**config.mk**
```make
export PLATFORM = sky130hd
export DESIGN_NAME = park_miller_random_in_range_top
export DESIGN_NICKNAME = d
export VERILOG_FILES = /design/src/hdl/pmr_pkg.sv /design/src/hdl/park_miller_random_in_range_top.sv /design/src/hdl/pmr_front.sv /design/src/hdl/pmr_back.sv
export VERILOG_INCLUDE_DIRS = /design/src /design/src/hdl
export SDC_FILE = /design/constraint.sdc
export NUM_CORES = 1
export LEC_CHECK = 0
export BUFFER_PORTS_ARGS = -buffer_cell sky130_fd_sc_hd__buf_2
export CAP_MARGIN = 0
export CORE_MARGIN = 10
export CORE_UTILIZATION = 61
export CTS_CLUSTER_SIZE = 12
export DETAILED_ROUTE_END_ITERATION = 7
export PLACE_DENSITY = 0.8
export SLEW_MARGIN = 20
export SYNTH_ARGS = -nofsm -noshare
export SYNTH_HDL_FRONTEND = slang
export SYNTH_SLANG_ARGS = --single-unit
export TNS_END_PERCENT = 5
```
**constraint.sdc**
```tcl
create_clock -name clk -period 23.7 [get_ports clk]
set_clock_uncertainty 0.05 [all_clocks]
set_input_delay 7.11 -clock clk [delete_from_list [all_inputs] [get_ports clk]]
set_output_delay 7.11 -clock clk [all_outputs]
set_load 0.005 [all_outputs]
```
**src/hdl/park_miller_random_in_range_top_assert.svh**
```systemverilog
// ----------------------------------------------------------------------------
// park_miller_random_in_range_top_assert.svh
// assertion macros shared by the random-in-range block
// ----------------------------------------------------------------------------
`ifndef PARK_MILLER_RANDOM_IN_RANGE_TOP_ASSERT_SVH
`define PARK_MILLER_RANDOM_IN_RANGE_TOP_ASSERT_SVH

// same-cycle implication
`define PMR_ASSERT_SAME(lbl, clk, rst_n, ante, cons, msg) \
	lbl: assert property (@(posedge clk) disable iff (!(rst_n)) (ante) |-> (cons)) \
		else $error(msg);

// next-cycle implication
`define PMR_ASSERT_NEXT(lbl, clk, rst_n, ante, cons, msg) \
	lbl: assert property (@(posedge clk) disable iff (!(rst_n)) (ante) |=> (cons)) \
		else $error(msg);

`endif

```
**src/hdl/pmr_pkg.sv**
```systemverilog
// ----------------------------------------------------------------------------
// pmr_pkg
// types, constants and the modular fold of the minimal-standard generator
// ----------------------------------------------------------------------------
package pmr_pkg;

	localparam int SpanW  = 16;
	localparam int StateW = 32;

	localparam logic [30:0] LcgMul = 31'd16807;
	localparam logic [31:0] LcgMod = 32'h7FFF_FFFF;

	typedef struct packed {
		logic [SpanW-1:0] span;
		logic             zero;
	} req_t;

	typedef enum logic [2:0] {
		ST_IDLE,
		ST_MUL_LO,
		ST_MUL_HI,
		ST_FOLD_A,
		ST_FOLD_B,
		ST_DIV,
		ST_DONE
	} state_t;

	function automatic logic [StateW-1:0] fold(input logic [StateW-1:0] x);
		if (x > LcgMod) begin
			return (x & LcgMod) + 32'd1;
		end
		return x;
	endfunction

endpackage

```
**src/hdl/park_miller_random_in_range_top.sv**
```systemverilog
// ----------------------------------------------------------------------------
// park_miller_random_in_range_top
// Minimal-standard (16807, 2^31-1) random generator returning a value below a
// requested span. Each item pushed advances the 32-bit state by one increment
// and a split-and-fold multiply, then reduces the low SPAN_BITS bits of the
// new state modulo span; a zero span gives value 0 with span_error set. Items
// are processed one at a time: a nonzero span passes through the multiply and
// fold states of the back end and then the restoring divider, which retires
// one quotient bit per cycle; a zero span skips the divider. Either one
// waits further while the output register still holds an
// unpopped result. A two-entry input queue and the output register let
// pushes and pops continue while an item is in work. Writing seed loads the
// state directly; state resets to zero.
// ----------------------------------------------------------------------------
module park_miller_random_in_range_top #(
	parameter int SPAN_BITS = 16
) (
	input  logic                         clk,
	input  logic                         arst_n,
	input  logic                         seed_we,
	input  logic [pmr_pkg::StateW-1:0]   seed,
	input  logic                         push,
	output logic                         full,
	input  logic [pmr_pkg::SpanW-1:0]    span,
	output logic                         empty,
	input  logic                         pop,
	output logic [pmr_pkg::SpanW-1:0]    value,
	output logic [pmr_pkg::StateW-1:0]   raw_state,
	output logic                         span_error
);

	logic          req_valid;
	logic          req_pop;
	pmr_pkg::req_t req;

	pmr_front #(
		.SPAN_BITS (SPAN_BITS)
	) u_front (
		.clk       (clk),
		.arst_n    (arst_n),
		.push      (push),
		.full      (full),
		.span      (span),
		.req_valid (req_valid),
		.req       (req),
		.req_pop   (req_pop)
	);

	pmr_back #(
		.SPAN_BITS (SPAN_BITS)
	) u_back (
		.clk        (clk),
		.arst_n     (arst_n),
		.seed_we    (seed_we),
		.seed       (seed),
		.req_valid  (req_valid),
		.req        (req),
		.req_pop    (req_pop),
		.empty      (empty),
		.pop        (pop),
		.value      (value),
		.raw_state  (raw_state),
		.span_error (span_error)
	);

endmodule

```
**src/hdl/pmr_front.sv**
```systemverilog
// ----------------------------------------------------------------------------
// pmr_front
// accepts span items, masks and flags zero spans, holds them in a two-entry queue
// ----------------------------------------------------------------------------
`include "park_miller_random_in_range_top_assert.svh"

module pmr_front #(
	parameter int SPAN_BITS = 16
) (
	input  logic                        clk,
	input  logic                        arst_n,
	input  logic                        push,
	output logic                        full,
	input  logic [pmr_pkg::SpanW-1:0]   span,
	output logic                        req_valid,
	output pmr_pkg::req_t               req,
	input  logic                        req_pop
);

	localparam int Depth = 2;
	localparam int PtrW  = $clog2(Depth);
	localparam int CntW  = $clog2(Depth + 1);
	localparam logic [pmr_pkg::SpanW-1:0] SpanMask = (SPAN_BITS >= pmr_pkg::SpanW) ?
		{pmr_pkg::SpanW{1'b1}} : pmr_pkg::SpanW'((64'd1 << SPAN_BITS) - 64'd1);

	pmr_pkg::req_t          req_in;
	pmr_pkg::req_t          entry_q [Depth];
	logic [PtrW-1:0]        wr_ptr_q;
	logic [PtrW-1:0]        rd_ptr_q;
	logic [CntW-1:0]        count_q;
	logic                   wr;
	logic                   rd;

	// classify
	always_comb begin
		req_in.span = span & SpanMask;
		req_in.zero = ((span & SpanMask) == '0);
	end

	assign full      = (count_q == CntW'(Depth));
	assign req_valid = (count_q != '0);
	assign req       = entry_q[rd_ptr_q];
	assign wr        = push && !full;
	assign rd        = req_pop && req_valid;

	always_ff @(posedge clk) begin
		if (wr) begin
			entry_q[wr_ptr_q] <= req_in;
		end
	end

	always_ff @(posedge clk or negedge arst_n) begin
		if (!arst_n) begin
			wr_ptr_q <= '0;
			rd_ptr_q <= '0;
			count_q  <= '0;
		end else begin
			if (wr) begin
				wr_ptr_q <= wr_ptr_q + PtrW'(1);
			end
			if (rd) begin
				rd_ptr_q <= rd_ptr_q + PtrW'(1);
			end
			unique case ({wr, rd})
				2'b10:   count_q <= count_q + CntW'(1);
				2'b01:   count_q <= count_q - CntW'(1);
				default: count_q <= count_q;
			endcase
		end
	end

	`PMR_ASSERT_SAME(a_cnt_bound, clk, arst_n, 1'b1, count_q <= CntW'(Depth), "queue count overflow")
	`PMR_ASSERT_NEXT(a_cnt_inc, clk, arst_n, wr && !rd, count_q == $past(count_q) + CntW'(1), "queue count did not grow")
	`PMR_ASSERT_NEXT(a_cnt_dec, clk, arst_n, rd && !wr, count_q == $past(count_q) - CntW'(1), "queue count did not shrink")

endmodule

```
**src/hdl/pmr_back.sv**
```systemverilog
// ----------------------------------------------------------------------------
// pmr_back
// advances the generator with one shared multiplier, reduces by a restoring
// divider and holds the result in an output register
// ----------------------------------------------------------------------------
`include "park_miller_random_in_range_top_assert.svh"

module pmr_back #(
	parameter int SPAN_BITS = 16
) (
	input  logic                         clk,
	input  logic                         arst_n,
	input  logic                         seed_we,
	input  logic [pmr_pkg::StateW-1:0]   seed,
	input  logic                         req_valid,
	input  pmr_pkg::req_t                req,
	output logic                         req_pop,
	output logic                         empty,
	input  logic                         pop,
	output logic [pmr_pkg::SpanW-1:0]    value,
	output logic [pmr_pkg::StateW-1:0]   raw_state,
	output logic                         span_error
);

	localparam int CntW = (SPAN_BITS > 1) ? $clog2(SPAN_BITS) : 1;
	localparam logic [CntW-1:0] LastCnt = CntW'(SPAN_BITS - 1);

	pmr_pkg::state_t               state_q;
	pmr_pkg::state_t               state_d;
	pmr_pkg::req_t                 req_q;
	logic [pmr_pkg::StateW-1:0]    gen_q;
	logic [pmr_pkg::StateW-1:0]    s_q;
	logic [pmr_pkg::StateW-1:0]    lo_q;
	logic [30:0]                   hi_q;
	logic [SPAN_BITS-1:0]          dvd_q;
	logic [pmr_pkg::SpanW-1:0]     rem_q;
	logic [CntW-1:0]               cnt_q;
	logic                          out_valid_q;
	logic [pmr_pkg::SpanW-1:0]     value_q;
	logic [pmr_pkg::StateW-1:0]    raw_state_q;
	logic                          span_error_q;

	logic                          out_free;
	logic                          out_load;
	logic [15:0]                   mul_op;
	logic [30:0]                   prod;
	logic [pmr_pkg::StateW-1:0]    fold_in;
	logic [pmr_pkg::StateW-1:0]    folded;
	logic [pmr_pkg::SpanW:0]       shifted;
	logic                          fits;

	assign out_free = !out_valid_q || pop;

	always_comb begin
		state_d  = state_q;
		req_pop  = 1'b0;
		out_load = 1'b0;
		unique case (state_q)
			pmr_pkg::ST_IDLE: begin
				if (req_valid) begin
					req_pop = 1'b1;
					state_d = pmr_pkg::ST_MUL_LO;
				end
			end
			pmr_pkg::ST_MUL_LO: state_d = pmr_pkg::ST_MUL_HI;
			pmr_pkg::ST_MUL_HI: state_d = pmr_pkg::ST_FOLD_A;
			pmr_pkg::ST_FOLD_A: state_d = pmr_pkg::ST_FOLD_B;
			pmr_pkg::ST_FOLD_B: state_d = req_q.zero ? pmr_pkg::ST_DONE : pmr_pkg::ST_DIV;
			pmr_pkg::ST_DIV: begin
				if (cnt_q == LastCnt) begin
					state_d = pmr_pkg::ST_DONE;
				end
			end
			pmr_pkg::ST_DONE: begin
				if (out_free) begin
					out_load = 1'b1;
					state_d  = pmr_pkg::ST_IDLE;
				end
			end
			default: state_d = pmr_pkg::ST_IDLE;
		endcase
	end

	always_ff @(posedge clk or negedge arst_n) begin
		if (!arst_n) begin
			state_q <= pmr_pkg::ST_IDLE;
		end else begin
			state_q <= state_d;
		end
	end

	// shared multiplier: low half then high half
	assign mul_op = (state_q == pmr_pkg::ST_MUL_LO) ? s_q[15:0] : s_q[31:16];
	assign prod   = pmr_pkg::LcgMul * {15'd0, mul_op};

	assign fold_in = (state_q == pmr_pkg::ST_FOLD_A) ?
		lo_q + {1'b0, hi_q[14:0], 16'h0000} :
		lo_q + {16'h0000, hi_q[30:15]};
	assign folded  = pmr_pkg::fold(fold_in);

	// restoring divider step
	assign shifted = {rem_q, dvd_q[SPAN_BITS-1]};
	assign fits    = (shifted >= {1'b0, req_q.span});

	always_ff @(posedge clk) begin
		unique case (state_q)
			pmr_pkg::ST_IDLE: begin
				if (req_pop) begin
					req_q <= req;
					s_q   <= gen_q + 32'd1;
				end
			end
			pmr_pkg::ST_MUL_LO: lo_q <= {1'b0, prod};
			pmr_pkg::ST_MUL_HI: hi_q <= prod;
			pmr_pkg::ST_FOLD_A: lo_q <= folded;
			pmr_pkg::ST_FOLD_B: begin
				dvd_q <= folded[SPAN_BITS-1:0];
				rem_q <= '0;
				cnt_q <= '0;
			end
			pmr_pkg::ST_DIV: begin
				rem_q <= fits ? pmr_pkg::SpanW'(shifted - {1'b0, req_q.span}) :
					shifted[pmr_pkg::SpanW-1:0];
				dvd_q <= dvd_q << 1;
				cnt_q <= cnt_q + CntW'(1);
			end
			default: begin
			end
		endcase
		if (out_load) begin
			value_q      <= req_q.zero ? '0 : rem_q;
			raw_state_q  <= gen_q;
			span_error_q <= req_q.zero;
		end
	end

	always_ff @(posedge clk or negedge arst_n) begin
		if (!arst_n) begin
			gen_q <= '0;
		end else if (seed_we) begin
			gen_q <= seed;
		end else if (state_q == pmr_pkg::ST_FOLD_B) begin
			gen_q <= folded;
		end
	end

	always_ff @(posedge clk or negedge arst_n) begin
		if (!arst_n) begin
			out_valid_q <= 1'b0;
		end else if (out_load) begin
			out_valid_q <= 1'b1;
		end else if (pop) begin
			out_valid_q <= 1'b0;
		end
	end

	assign empty      = !out_valid_q;
	assign value      = value_q;
	assign raw_state  = raw_state_q;
	assign span_error = span_error_q;

	`PMR_ASSERT_SAME(a_div_nonzero, clk, arst_n, state_q == pmr_pkg::ST_DIV, !req_q.zero, "divider running on zero span")
	`PMR_ASSERT_NEXT(a_done_loads, clk, arst_n, (state_q == pmr_pkg::ST_DONE) && out_free, out_valid_q && (state_q == pmr_pkg::ST_IDLE), "result not loaded")
	`PMR_ASSERT_SAME(a_err_value, clk, arst_n, out_valid_q && span_error_q, value_q == '0, "error result with nonzero value")

endmodule
```
# Word-level counts from Yosys, hierarchy flattened
# Memories as Yosys holds them, arrays and structs flattened. A register that Yosys moved wholly into a read port is not among the register bits.
# Index checks and enable logic that the tools add are counted.
[totals]
register_bits = 220
mem_bits_rw = 34
input_bits = 53
output_inout_bits = 51
wordCells = 83
n_memories = 1
[op_classes]
add_sub_neg = 10
n_mul = 1
magnitude_cmp = 2
eq_ne = 13
muxes = 26
reduce_logical = 15
[mem_list]
columns = ["name", "words", "word_bits", "rd", "rd_clocked_by_memory_dff", "wr", "line_no", "rtl"]
rows = [
  ["u_front.entry_q", 2, 17, 1, 1, 1, "pmr_front.sv:27", "pmr_pkg::req_t entry_q [Depth];"],
]
[op_table]
columns = ["operator", "count"]
rows = [
  ["$mux W32", 5],
  ["$pmux W16 S2", 2],
  ["$pmux W32 S2", 1],
  ["$add A31 B1 Y32 const B", 1],
  ["$add A32 B1 Y32 const B", 1],
  ["$add A32 B16 Y32", 1],
  ["$add A32 B31 Y32", 1],
  ["$gt A32 B31 Y1 const B", 1],
  ["$mux W16", 2],
  ["$mul A15 B16 Y31 const A", 1],
  ["$pmux W3 S7", 1],
  ["$ge A17 B16 Y1", 1],
  ["$logic_not A16 Y1", 1],
  ["$sub A16 B16 Y16", 1],
  ["$reduce_bool A2 Y1", 6],
  ["$eq A3 B3 Y1 const B", 3],
  ["$mux W1", 9],
  ["$mux W3", 3],
  ["$pmux W4 S2", 1],
  ["$eq A3 B2 Y1 const B", 2],
  ["$add A4 B1 Y4 const B", 1],
  ["$eq A2 B2 Y1 const B", 2],
  ["$eq A4 B4 Y1 const B", 1],
  ["$ne A2 B1 Y1 const B", 2],
  ["14 further kinds", 17],
]

# Longest topological paths before layout
# Gate-level depths: netlist (run 1).
[depth]
depth_word = 7
mapped_depth = 28

# Modules after synthesis
# From an unflattened synthesis (run 1), not the netlist that was laid out.
[unflattened]
hier_cells = 1778
hier_area_um2 = 18845.6
[modules_own_cells]
columns = ["mod", "instances", "cells_each", "area_per_inst_um2", "seq_area_each_um2"]
rows = [
  ["pmr_back", 1, 1702, 17377.9, 6816.5],
  ["pmr_front", 1, 76, 1467.7, 1121.1],
]

# Least setup slack after synthesis (run 1)
# No wires, ideal clock.
[synth_path]
path_type = "input -> register"
start = "input pop"
end = "register u_back.raw_state_q, in the netlist u_back.raw_state[0] (enable)"
setup_ps = 461
arrival_time_ps = 9456
required_ps = 23189
setup_slack_ps = 13733
path_stages = 2
n_path_buf = 0
path_cell_list = "nand2b_1 > nor2b_1"
[synth_via]
elab_chain_len = 3
[synth_lines]
columns = ["element", "line_no", "rtl"]
rows = [
  ["start, declared", "park_miller_random_in_range_top.sv:26", "input logic pop,"],
  ["$logic_or A1 B1 Y1", "pmr_back.sv:52", "assign out_free = !out_valid_q || pop;"],
  ["$mux W1", "pmr_back.sv:75", "if (out_free) begin"],
  ["$mux W1", "pmr_back.sv:58", "unique case (state_q)"],
  ["named net u_back.out_load", "pmr_back.sv:44", "logic out_load;"],
  ["end signal, assigned", "pmr_back.sv:132", "raw_state_q <= gen_q;"],
  ["end, declared", "pmr_back.sv:40", "logic [pmr_pkg::StateW-1:0] raw_state_q;"],
]
# The timed path passes the listed nets, and every way through them passes these cells.
# A chain may end at the register's enable or synchronous reset.

# Final worst setup path (run 1)
[layout_path]
start = "register u_front.count_q[0]"
end = "output full"
[layout_via]
elab_chain_len = 1
[layout_lines]
columns = ["element", "line_no", "rtl"]
rows = [
  ["start, declared", "pmr_front.sv:30", "logic [CntW-1:0] count_q;"],
  ["start signal, assigned", "pmr_front.sv:65", "2'b10: count_q <= count_q + CntW'(1);"],
  ["start signal, assigned", "pmr_front.sv:66", "2'b01: count_q <= count_q - CntW'(1);"],
  ["start signal, assigned", "pmr_front.sv:67", "default: count_q <= count_q;"],
  ["$eq A2 B2 Y1", "pmr_front.sv:40", "assign full = (count_q == CntW'(Depth));"],
  ["end, declared", "park_miller_random_in_range_top.sv:23", "output logic full,"],
]
# Every way passes these cells.

==> results of run 1 <==
## worst max-delay path, stage by stage (launching register included)
cell,delay (ns)
dfrtp_1,0.48
nand2b_1,0.22
inv_1,0.07
buf_2,0.10
## sequential cells by signal, summed over array words and instances, names as in the netlist, 3 cells and up
name	count
u_front.entry_q	34
u_back.gen_q	32
u_back.lo_q	32
u_back.raw_state	32
u_back.s_q	32
u_back.hi_q	31
u_back.req_q	17
u_back.dvd_q	16
u_back.rem_q	16
u_back.value	16
u_back.cnt_q	4
u_back.state_q	3
## how the worst max path moves through the flow
stage / start / slack [ns] / endpoint / cells past startpoint
2_1_floorplan: pop / 13.73 / u_back.raw_state[0] / 2
3_3_place_gp: seed_we / 14.93 / u_back.gen_q[30] / 5
3_5_place_dp: seed_we / 14.87 / u_back.gen_q[30] / 5
4_1_cts: u_front.count_q[0] / 15.09 / full / 3
5_1_grt: u_back.state_q[0] / 14.53 / u_back.lo_q[28] / 27
6_report: u_front.count_q[0] / 15.11 / full / 3
## cell type report
class,instances,share of cell area [%]
Antenna cell,2,0.0246
Clock buffer,43,3.92
Clock inverter,10,0.460
Inverter,148,2.73
Multi-Input combinational cell,1262,48.5
Sequential cell,271,38.9
Tap cell,390,2.39
Timing Repair Buffer,115,3.03
## stage by stage
stage | util (%) | hold slack [ns]
after floorplan | - | 0.396
after global placement | 65.2 | 0.426
after detailed placement | 65.2 | 0.421
after CTS | 68.1 | 0.452
after global routing | 68.2 | 0.470
final | 68.2 | 0.453
## routing by layer
metal | global-route usage [%] | wire length [µm] | up-vias | part of all wire [%]
met2 | 37.3 | 21600 | 644 | 44
met5 | 0 | 0 | - | 0
met1 | 36.7 | 21300 | 6772 | 43
met4 | 7.95 | 1750 | 0 | 3.5
li1 | - | - | 6396 | -
met3 | 4.18 | 4750 | 96 | 9.6
## logic make-up after synthesis
kind of cell             count (synthesis)
buffers and inverters                  205
adder cells (fa/ha/maj)                218
AO/OA/AOI/OAI                          309
XOR/XNOR                               138
AND/OR/NAND/NOR                        521
flip-flops                             271
multiplexers                            76
## cell usage in the layout (no fill, tap or decap), types with 5 or more instances in the layout
master       n
a211oi_1    17
nor3_1      30
a21boi_0     5
nor2b_1     30
buf_4       11
fa_1        58
dfrtp_1     40
mux2i_1     40
edfxtp_1   231
o21bai_1    11
a31oi_1      6
a211o_1      7
xor2_1      39
o21a_1      14
nor3b_1     13
and4_1       8
or3_1       14
xnor2_1     99
buf_2      103
mux2_2      36
o21ai_0     90
or4_1        5
inv_1      148
a21o_1      33
nand4_1     21
and3_1      12
and2_1      17
nor2_1     100
clkbuf_1    12
nor4_1      14
a31o_2       5
nand2b_1    10
nand3_1     45
nand2_1    167
clkbuf_16   29
a21oi_1     67
ha_1       160
==> flow_metrics.py, run 1 <==
metrics = {
    "status": {
        "status": "complete, no violations",
    },
    "global_route": {
        "grt_start_max_net_pins": 85,
        "antenna_found_initial": 1,
        "grt_pass1_vias": 13389,
        "overflow": 0,
        "grt_pass1_wl_um": 76700,
        "grtUsageTotal_pct": 25.2,
    },
    "floorplan": {
        "num_rows": 63,
        "die_h_um": 195,
        "initial_core_util_pct": 62.2,
        "die_area_mm2": 0.0378,
        "io_pins": 104,
        "chipWidth_um": 195,
        "core_area_mm2": 0.0299,
    },
    "worst_setup_path": {
        "crit_required_ns": 16.54,
        "crit_path_end_kind": "output port",
        "crit_type": "reg2out",
        "crit_path_max_fanout": 5,
        "r2r_slack_ns": 15.18,
        "r2r_cells": 27,
        "cp-start-kind": "register",
        "timing.rr.end": "u_back.lo_q[30]",
        "r2r-start": "u_back.state_q[0]",
        "cp.arrival_ns": 1.43,
    },
    "sta": {
        "period_share_pct": 36.2,
        "fin_ws_ns": 15.11,
        "rsz0062_at_grt": "false",
        "setup_viol": 0,
        "setup_tns_ns": 0,
        "tightest_slew_ns": 1.04,
        "max_freq_ghz": 0.116,
        "fin_crit_ns": 8.59,
        "finalHoldViolCount": 0,
        "maxSlewHeadroom_pct": 30.8,
        "slew_violations": 0,
    },
    "synth": {
        "yosysMostFrequentCell": "edfxtp_1",
        "synthesis.area_mm2": 0.0186,
        "synthDominantCellAreaShare_pct": 37.3,
        "synth_cells": 1738,
        "ys_types": 82,
        "synth_xor_area_share_pct": 6.51,
        "synthTopCellsByCount": "edfxtp_1, nand2_1, ha_1",
        "synth-adder-area-share_pct": 17.0,
        "synthTopCellsByArea": "edfxtp_1, ha_1, fa_1",
        "yosysSeqAreaShare_pct": 42.7,
        "yosysWarnings": 0,
        "yosys.area.top_type": "edfxtp_1",
        "synth_seq_cells": 271,
        "synth_top_family_by_area": "adder cells",
        "syn_avg_cell_area_um2": 10.7,
        "synth_nets": 2009,
        "yosys.area_share.simple_pct": 14.3,
        "synth_edf_count": 231,
        "ys_async_sr_fraction_pct": 14.8,
        "synthFlopType": "edfxtp_1",
        "muxShareOfSynthArea_pct": 4.34,
        "synth_compound_area_share_pct": 10.8,
    },
    "finish": {
        "nNetsFinal": 2098,
        "seq_area_mm2": 0.00794,
        "multi_input_area_mm2": 0.00989,
        "area_delta_synth_final_pct": 9.71,
        "fill_cells": 2171,
        "design_area_mm2": 0.0204,
        "drive_above_1_share_pct": 12.2,
        "final_cells": 2241,
    },
    "cts": {
        "cts_tree": "yes",
        "cts_hold_buf": 0,
        "cts.sink_count": 271,
        "cts-root-buf": "clkbuf_16",
        "clk_pin_slew_worst_paths_ns": 0.06,
        "clk_latency_ns": 0.57,
        "htree_num_levels": 1,
        "numCtsBuffers": 29,
        "cts_resized": 0,
        "max-clock-path-buffers": 3,
        "postCtsSetupRepairBufs": 0,
    },
    "min_path": {
        "hp-start": "u_front.wr_ptr_q",
        "hold_path_class": "reg2reg",
        "holdPathStages": 1,
        "holdPathEnd": "u_front.wr_ptr_q",
    },
    "routing": {
        "firstDrtPassIters": 6,
        "via_count": 13908,
        "avgRoutedWirePerCell_um": 22.0,
        "postRouteAntennaNets": 0,
        "drc": 0,
        "vias_per_cell": 6.21,
        "drt_iter0_drc": 1474,
        "wl_um": 49400,
    },
    "place": {
        "dp.cells": 2185,
        "gp_congestion": 0.990,
        "dpl_cell_area_mm2": 0.0195,
        "pre_cts_ws_ns": 14.87,
        "detailed_place_hpwl_um": 37500,
        "io_buffers": 103,
    },
    "flow_run": {
        "max-cap-violations": 0,
    },
}
Power of run 1 is left out: the tool's default activity adds up to more than one toggle a clock period on the data nets, which glitch-free logic cannot reach.
==> run 2: changes to the inputs <==
--- a/config.mk
+++ b/config.mk
@@ -6,13 +6,14 @@
 export SDC_FILE = /design/constraint.sdc
 export NUM_CORES = 1
 export LEC_CHECK = 0
+export ABC_AREA = 1
 export BUFFER_PORTS_ARGS = -buffer_cell sky130_fd_sc_hd__buf_2
 export CAP_MARGIN = 0
 export CORE_MARGIN = 10
-export CORE_UTILIZATION = 61
+export CORE_UTILIZATION = 57
 export CTS_CLUSTER_SIZE = 12
 export DETAILED_ROUTE_END_ITERATION = 7
-export PLACE_DENSITY = 0.8
+export PLACE_DENSITY = 0.78
 export SLEW_MARGIN = 20
 export SYNTH_ARGS = -nofsm -noshare
 export SYNTH_HDL_FRONTEND = slang
==> constraint.sdc (replaced) <==
create_clock -name clk -period 7.4 [get_ports clk]
set_clock_uncertainty 0.05 [all_clocks]
set_input_delay 2.22 -clock clk [delete_from_list [all_inputs] [get_ports clk]]
set_output_delay 2.22 -clock clk [all_outputs]
set_load 0.005 [all_outputs]
==> flow_metrics.py, run 2 <==
metrics = {
    "synth": {
        "syn_avg_cell_area_um2": 8.70,
        "synth_cells": 2193,
        "yosysSeqAreaShare_pct": 41.6,
        "yosysMostFrequentCell": "nand2_1",
        "synthesis.area_mm2": 0.0191,
        "ys_types": 46,
        "synth_edf_count": 231,
        "synth_nets": 2464,
        "yosys.area.top_type": "edfxtp_1",
        "synthTopCellsByArea": "edfxtp_1, nand2_1, ha_1",
        "yosysWarnings": 0,
        "synthFlopType": "edfxtp_1",
        "ys_async_sr_fraction_pct": 14.8,
        "synthDominantCellAreaShare_pct": 36.4,
        "synthTopCellsByCount": "nand2_1, inv_1, edfxtp_1",
        "synth_seq_cells": 271,
    },
    "global_route": {
        "grt_pass1_vias": 14999,
        "antenna_found_initial": 2,
        "grt_pass1_wl_um": 84300,
        "grt_start_max_net_pins": 54,
        "grtUsageTotal_pct": 26.0,
        "overflow": 0,
    },
    "routing": {
        "wl_um": 54200,
        "postRouteAntennaNets": 0,
        "drt_iter0_drc": 1369,
        "firstDrtPassIters": 6,
        "via_count": 15417,
        "avgRoutedWirePerCell_um": 19.6,
        "drc": 0,
        "vias_per_cell": 5.56,
    },
    "floorplan": {
        "chipWidth_um": 203,
        "io_pins": 104,
        "num_rows": 66,
        "die_area_mm2": 0.0412,
        "die_h_um": 203,
        "core_area_mm2": 0.0328,
        "initial_core_util_pct": 58.2,
    },
    "cts": {
        "clk_pin_slew_worst_paths_ns": 0.06,
        "max-clock-path-buffers": 3,
        "cts_tree": "yes",
        "clk_latency_ns": 0.56,
        "htree_num_levels": 1,
        "postCtsSetupRepairBufs": 0,
        "cts-root-buf": "clkbuf_16",
        "cts.sink_count": 271,
        "numCtsBuffers": 28,
    },
    "worst_setup_path": {
        "timing.rr.end": "u_back.lo_q[28]",
        "r2r-start": "u_back.state_q[0]",
        "crit_path_end_kind": "register",
        "cpPeakStageDelay_ns": 0.53,
        "crit_required_ns": 7.63,
        "critPathSlowestCell": "fa_1",
        "crit_path_max_fanout": 10,
        "cpMostUsedCell": "inv_1",
        "startpoint": "u_back.state_q[0]",
        "cp-start-kind": "register",
        "r2r_cells": 28,
        "cp.arrival_ns": 7.08,
        "r2r_slack_ns": 0.54,
        "crit_type": "reg2reg",
        "cp-endpoint": "u_back.lo_q[28]",
    },
    "sta": {
        "period_share_pct": 92.7,
        "finalHoldViolCount": 0,
        "rsz0062_at_grt": "false",
        "tightest_slew_ns": 1.17,
        "max_freq_ghz": 0.146,
        "setup_viol": 0,
        "setup_tns_ns": 0,
        "maxSlewHeadroom_pct": 21.1,
        "fin_crit_ns": 6.86,
        "slew_violations": 0,
    },
    "place": {
        "detailed_place_hpwl_um": 43200,
        "gp_congestion": 0.980,
        "io_buffers": 103,
        "dpl_cell_area_mm2": 0.0201,
    },
    "flow_run": {
        "max-cap-violations": 0,
    },
    "finish": {
        "area_delta_synth_final_pct": 10.3,
        "multi_input_area_mm2": 0.00964,
        "final_common_cell": "nand2_1",
        "drive_above_1_share_pct": 9.66,
        "mostFrequentLayoutCells": "nand2_1, inv_1, edfxtp_1",
        "regMostFlops": "u_front.entry_q",
        "design_area_mm2": 0.0210,
        "fill_cells": 2732,
        "largest_reg_flops": 34,
        "seq_area_mm2": 0.00794,
        "nNetsFinal": 2577,
    },
    "status": {
        "status": "complete, no violations",
    },
    "min_path": {
        "hold_path_class": "reg2reg",
    },
}
-- run 2: worst min path at each step --
| stage | to | slack (ns) | depth (start not counted) | from |
|---|---|---|---|---|
| floorplan | u_back.span_error | 0.37 | 0 | u_back.req_q[0] |
| CTS | u_back.raw_state[20] | 0.42 | 0 | u_back.gen_q[20] |
| global route | u_back.raw_state[20] | 0.44 | 0 | u_back.gen_q[20] |
| finish | u_back.raw_state[20] | 0.42 | 0 | u_back.gen_q[20] |
| detailed placement | u_back.raw_state[20] | 0.40 | 0 | u_back.gen_q[20] |
| global placement | u_back.raw_state[20] | 0.39 | 0 | u_back.gen_q[20] |
-- run 2: final cells by class --
type                            instances  share of cell area (%)
Inverter                              361                    6.44
Clock buffer                           48                    3.88
Timing Repair Buffer                  122                    3.22
Multi-Input combinational cell       1522                    45.8
Tap cell                              442                    2.63
Sequential cell                       271                    37.7
Clock inverter                          4                   0.303
Antenna cell                            1                  0.0119
-- run 2: cells by family after synthesis --
group	Yosys count	share of synthesized area (%)
xor gates and xnor gates	98	4.50
AOI/OAI and AO/OA	244	7.13
buffers and inverters	400	8.05
muxes	17	1.00
adders and majority gates	218	16.6
DFF	271	41.6
and+or+nand+nor	945	21.1
-- run 2: layer usage --
| metal | part of all wire [%] | routed length [µm] | GRT usage (%) | up-vias |
|---|---|---|---|---|
| met5 | 0.024 | 13 | 0 | - |
| met4 | 3.1 | 1680 | 7.75 | 2 |
| met3 | 7.8 | 4230 | 4.22 | 88 |
| met2 | 44 | 24100 | 40.5 | 626 |
| met1 | 45 | 24200 | 36.7 | 7271 |
| li1 | - | - | - | 7430 |
-- run 2: timing repair --
| action | 4_1_cts | 5_1_grt |
|---|---|---|
| hold endpoints to repair | 0 | 0 |
| gates resized for setup | 0 | 2 |
| hold buffers | 0 | 0 |
| setup endpoints to repair | 0 | 6 |
-- run 2: per-stage QoR --
step | util [%] | worst slack (ns) | instances | hold WS, ns
floorplan | - | 1.03 | 2193 | 0.374
global placement | 61.4 | 0.663 | 2717 | 0.389
detailed placement | 61.4 | 0.494 | 2717 | 0.404
CTS | 64.1 | 0.456 | 2769 | 0.418
global route | 64.2 | 0.0107 | 2770 | 0.437
finish | 64.2 | 0.543 | 2771 | 0.416
-- run 2: critical path: cells and delay by family, from the launching register on --
| family | cells | cell delay (ns) |
|---|---|---|
| compound gates | 6 | 0.99 |
| xor+xnor | 1 | 0.21 |
| buf+inv | 7 | 0.79 |
| flops | 1 | 0.45 |
| fa+ha+maj | 7 | 3.22 |
| simple gates | 7 | 0.86 |
Power of run 2 is left out for the same reason.
==> run 3: changes to the inputs <==
--- a/config.mk
+++ b/config.mk
@@ -10,10 +10,10 @@
 export BUFFER_PORTS_ARGS = -buffer_cell sky130_fd_sc_hd__buf_2
 export CAP_MARGIN = 0
 export CORE_MARGIN = 10
-export CORE_UTILIZATION = 57
+export CORE_UTILIZATION = 47
 export CTS_CLUSTER_SIZE = 12
 export DETAILED_ROUTE_END_ITERATION = 7
-export PLACE_DENSITY = 0.78
+export PLACE_DENSITY = 0.66
 export SLEW_MARGIN = 20
 export SYNTH_ARGS = -nofsm -noshare
 export SYNTH_HDL_FRONTEND = slang
==> flow_metrics.py, run 3 (same netlist as run 2, synthesis figures left out) <==
metrics = {
    "worst_setup_path": {
        "cpPeakStageDelay_ns": 0.53,
        "cpMostUsedCell": "inv_1",
        "crit_type": "reg2reg",
        "r2r_cells": 28,
        "cp-start-kind": "register",
        "cp.arrival_ns": 7.17,
        "critPathSlowestCell": "fa_1",
        "crit_required_ns": 7.69,
        "crit_path_end_kind": "register",
        "crit_path_max_fanout": 10,
        "r2r_slack_ns": 0.52,
    },
    "place": {
        "dpl_cell_area_mm2": 0.0202,
        "gp_congestion": 0.974,
        "detailed_place_hpwl_um": 43200,
        "io_buffers": 103,
    },
    "routing": {
        "drc": 0,
        "drt_iter0_drc": 1402,
        "firstDrtPassIters": 6,
        "postRouteAntennaNets": 0,
        "via_count": 15200,
        "avgRoutedWirePerCell_um": 19.0,
        "wl_um": 54200,
        "vias_per_cell": 5.33,
    },
    "flow_run": {
        "max-cap-violations": 0,
    },
    "sta": {
        "tightest_slew_ns": 1.03,
        "setup_viol": 0,
        "period_share_pct": 93.0,
        "rsz0062_at_grt": "false",
        "maxSlewHeadroom_pct": 30.9,
        "slew_violations": 0,
        "finalHoldViolCount": 0,
        "whs_ns": 0.430,
        "setup_tns_ns": 0,
        "max_freq_ghz": 0.145,
        "fin_crit_ns": 6.88,
    },
    "cts": {
        "htree_num_levels": 1,
        "numCtsBuffers": 28,
        "clk_latency_ns": 0.58,
        "cts.sink_count": 271,
        "cts_hold_buf": 0,
        "max-clock-path-buffers": 3,
        "clk_pin_slew_worst_paths_ns": 0.06,
        "cts-root-buf": "clkbuf_16",
        "cts_tree": "yes",
    },
    "min_path": {
        "hold_path_class": "reg2reg",
        "holdPathStages": 0,
    },
    "finish": {
        "nNetsFinal": 2576,
        "area_delta_synth_final_pct": 10.9,
        "final_common_cell": "nand2_1",
        "largest_reg_flops": 34,
        "drive_above_1_share_pct": 9.71,
        "diodes": 0,
        "fill_cells": 3718,
        "mostFrequentLayoutCells": "nand2_1, inv_1, edfxtp_1",
        "design_area_mm2": 0.0212,
        "regMostFlops": "u_front.entry_q",
    },
    "global_route": {
        "grt_pass1_vias": 14938,
        "overflow": 0,
        "antenna_found_initial": 1,
        "grt_pass1_wl_um": 84700,
        "grtUsageTotal_pct": 21.6,
        "grt_start_max_net_pins": 56,
    },
    "floorplan": {
        "die_h_um": 221,
        "num_rows": 73,
        "chipWidth_um": 221,
        "core_area_mm2": 0.0399,
        "die_area_mm2": 0.0491,
        "initial_core_util_pct": 47.8,
        "io_pins": 104,
    },
    "status": {
        "status": "complete, no violations",
    },
}
[run 3: path summary, 6_finish.rpt]
kind,startpoint,to
max in group asynchronous,arst_n,u_back.state_q[0]
worst max-delay path,u_back.state_q[0],u_back.lo_q[27]
min in group asynchronous,arst_n,u_back.gen_q[10]
worst min-delay path,u_back.gen_q[20],u_back.raw_state[20]
worst min register to register,u_back.gen_q[20],u_back.raw_state[20]
worst max register to register,u_back.state_q[0],u_back.lo_q[27]
[run 3: metrics by stage]
stage / instances / setup slack (ns) / util [%]
floorplan: 2193 / 1.03 / -
global placement: 2799 / 0.568 / 50.7
detailed placement: 2799 / 0.452 / 50.7
CTS: 2851 / 0.426 / 52.9
global route: 2852 / 0.0743 / 53.0
finish: 2852 / 0.517 / 53.0
[run 3: timing repair]
item	in CTS	in global routing
gates resized for setup	0	2
setup buffers	0	0
setup endpoints to repair	0	3
[run 3: cell type report]
class | count | area, µm² | area share, %
multi-input cells | 1522 | 9640 | 45.5
well taps | 525 | 657 | 3.10
flip-flops and latches | 271 | 7940 | 37.5
clock inverters | 8 | 118 | 0.556
clock buffers | 44 | 782 | 3.70
repair buffers | 121 | 671 | 3.17
inverters | 361 | 1360 | 6.40
[run 3: per-layer routing]
| metal | share of wire (%) | vias up | wire length [µm] | track usage [%] |
|---|---|---|---|---|
| li1 | - | 7408 | - | - |
| met1 | 46 | 7148 | 24800 | 30.2 |
| met2 | 43 | 558 | 23500 | 33.6 |
| met3 | 8.2 | 84 | 4420 | 3.92 |
| met4 | 2.6 | 2 | 1420 | 5.88 |
| met5 | 0.024 | - | 13 | 0 |
[run 3: critical path: cells and delay by family (launching register included)]
family,cells,cell delay (ns)
AO/OA/AOI/OAI,2,0.36
AND/OR/NAND/NOR,11,1.62
XOR/XNOR,1,0.16
buffers and inverters,7,0.80
flip-flops,1,0.44
adder cells (fa/ha/maj),7,3.21
Power of run 3 is left out for the same reason.
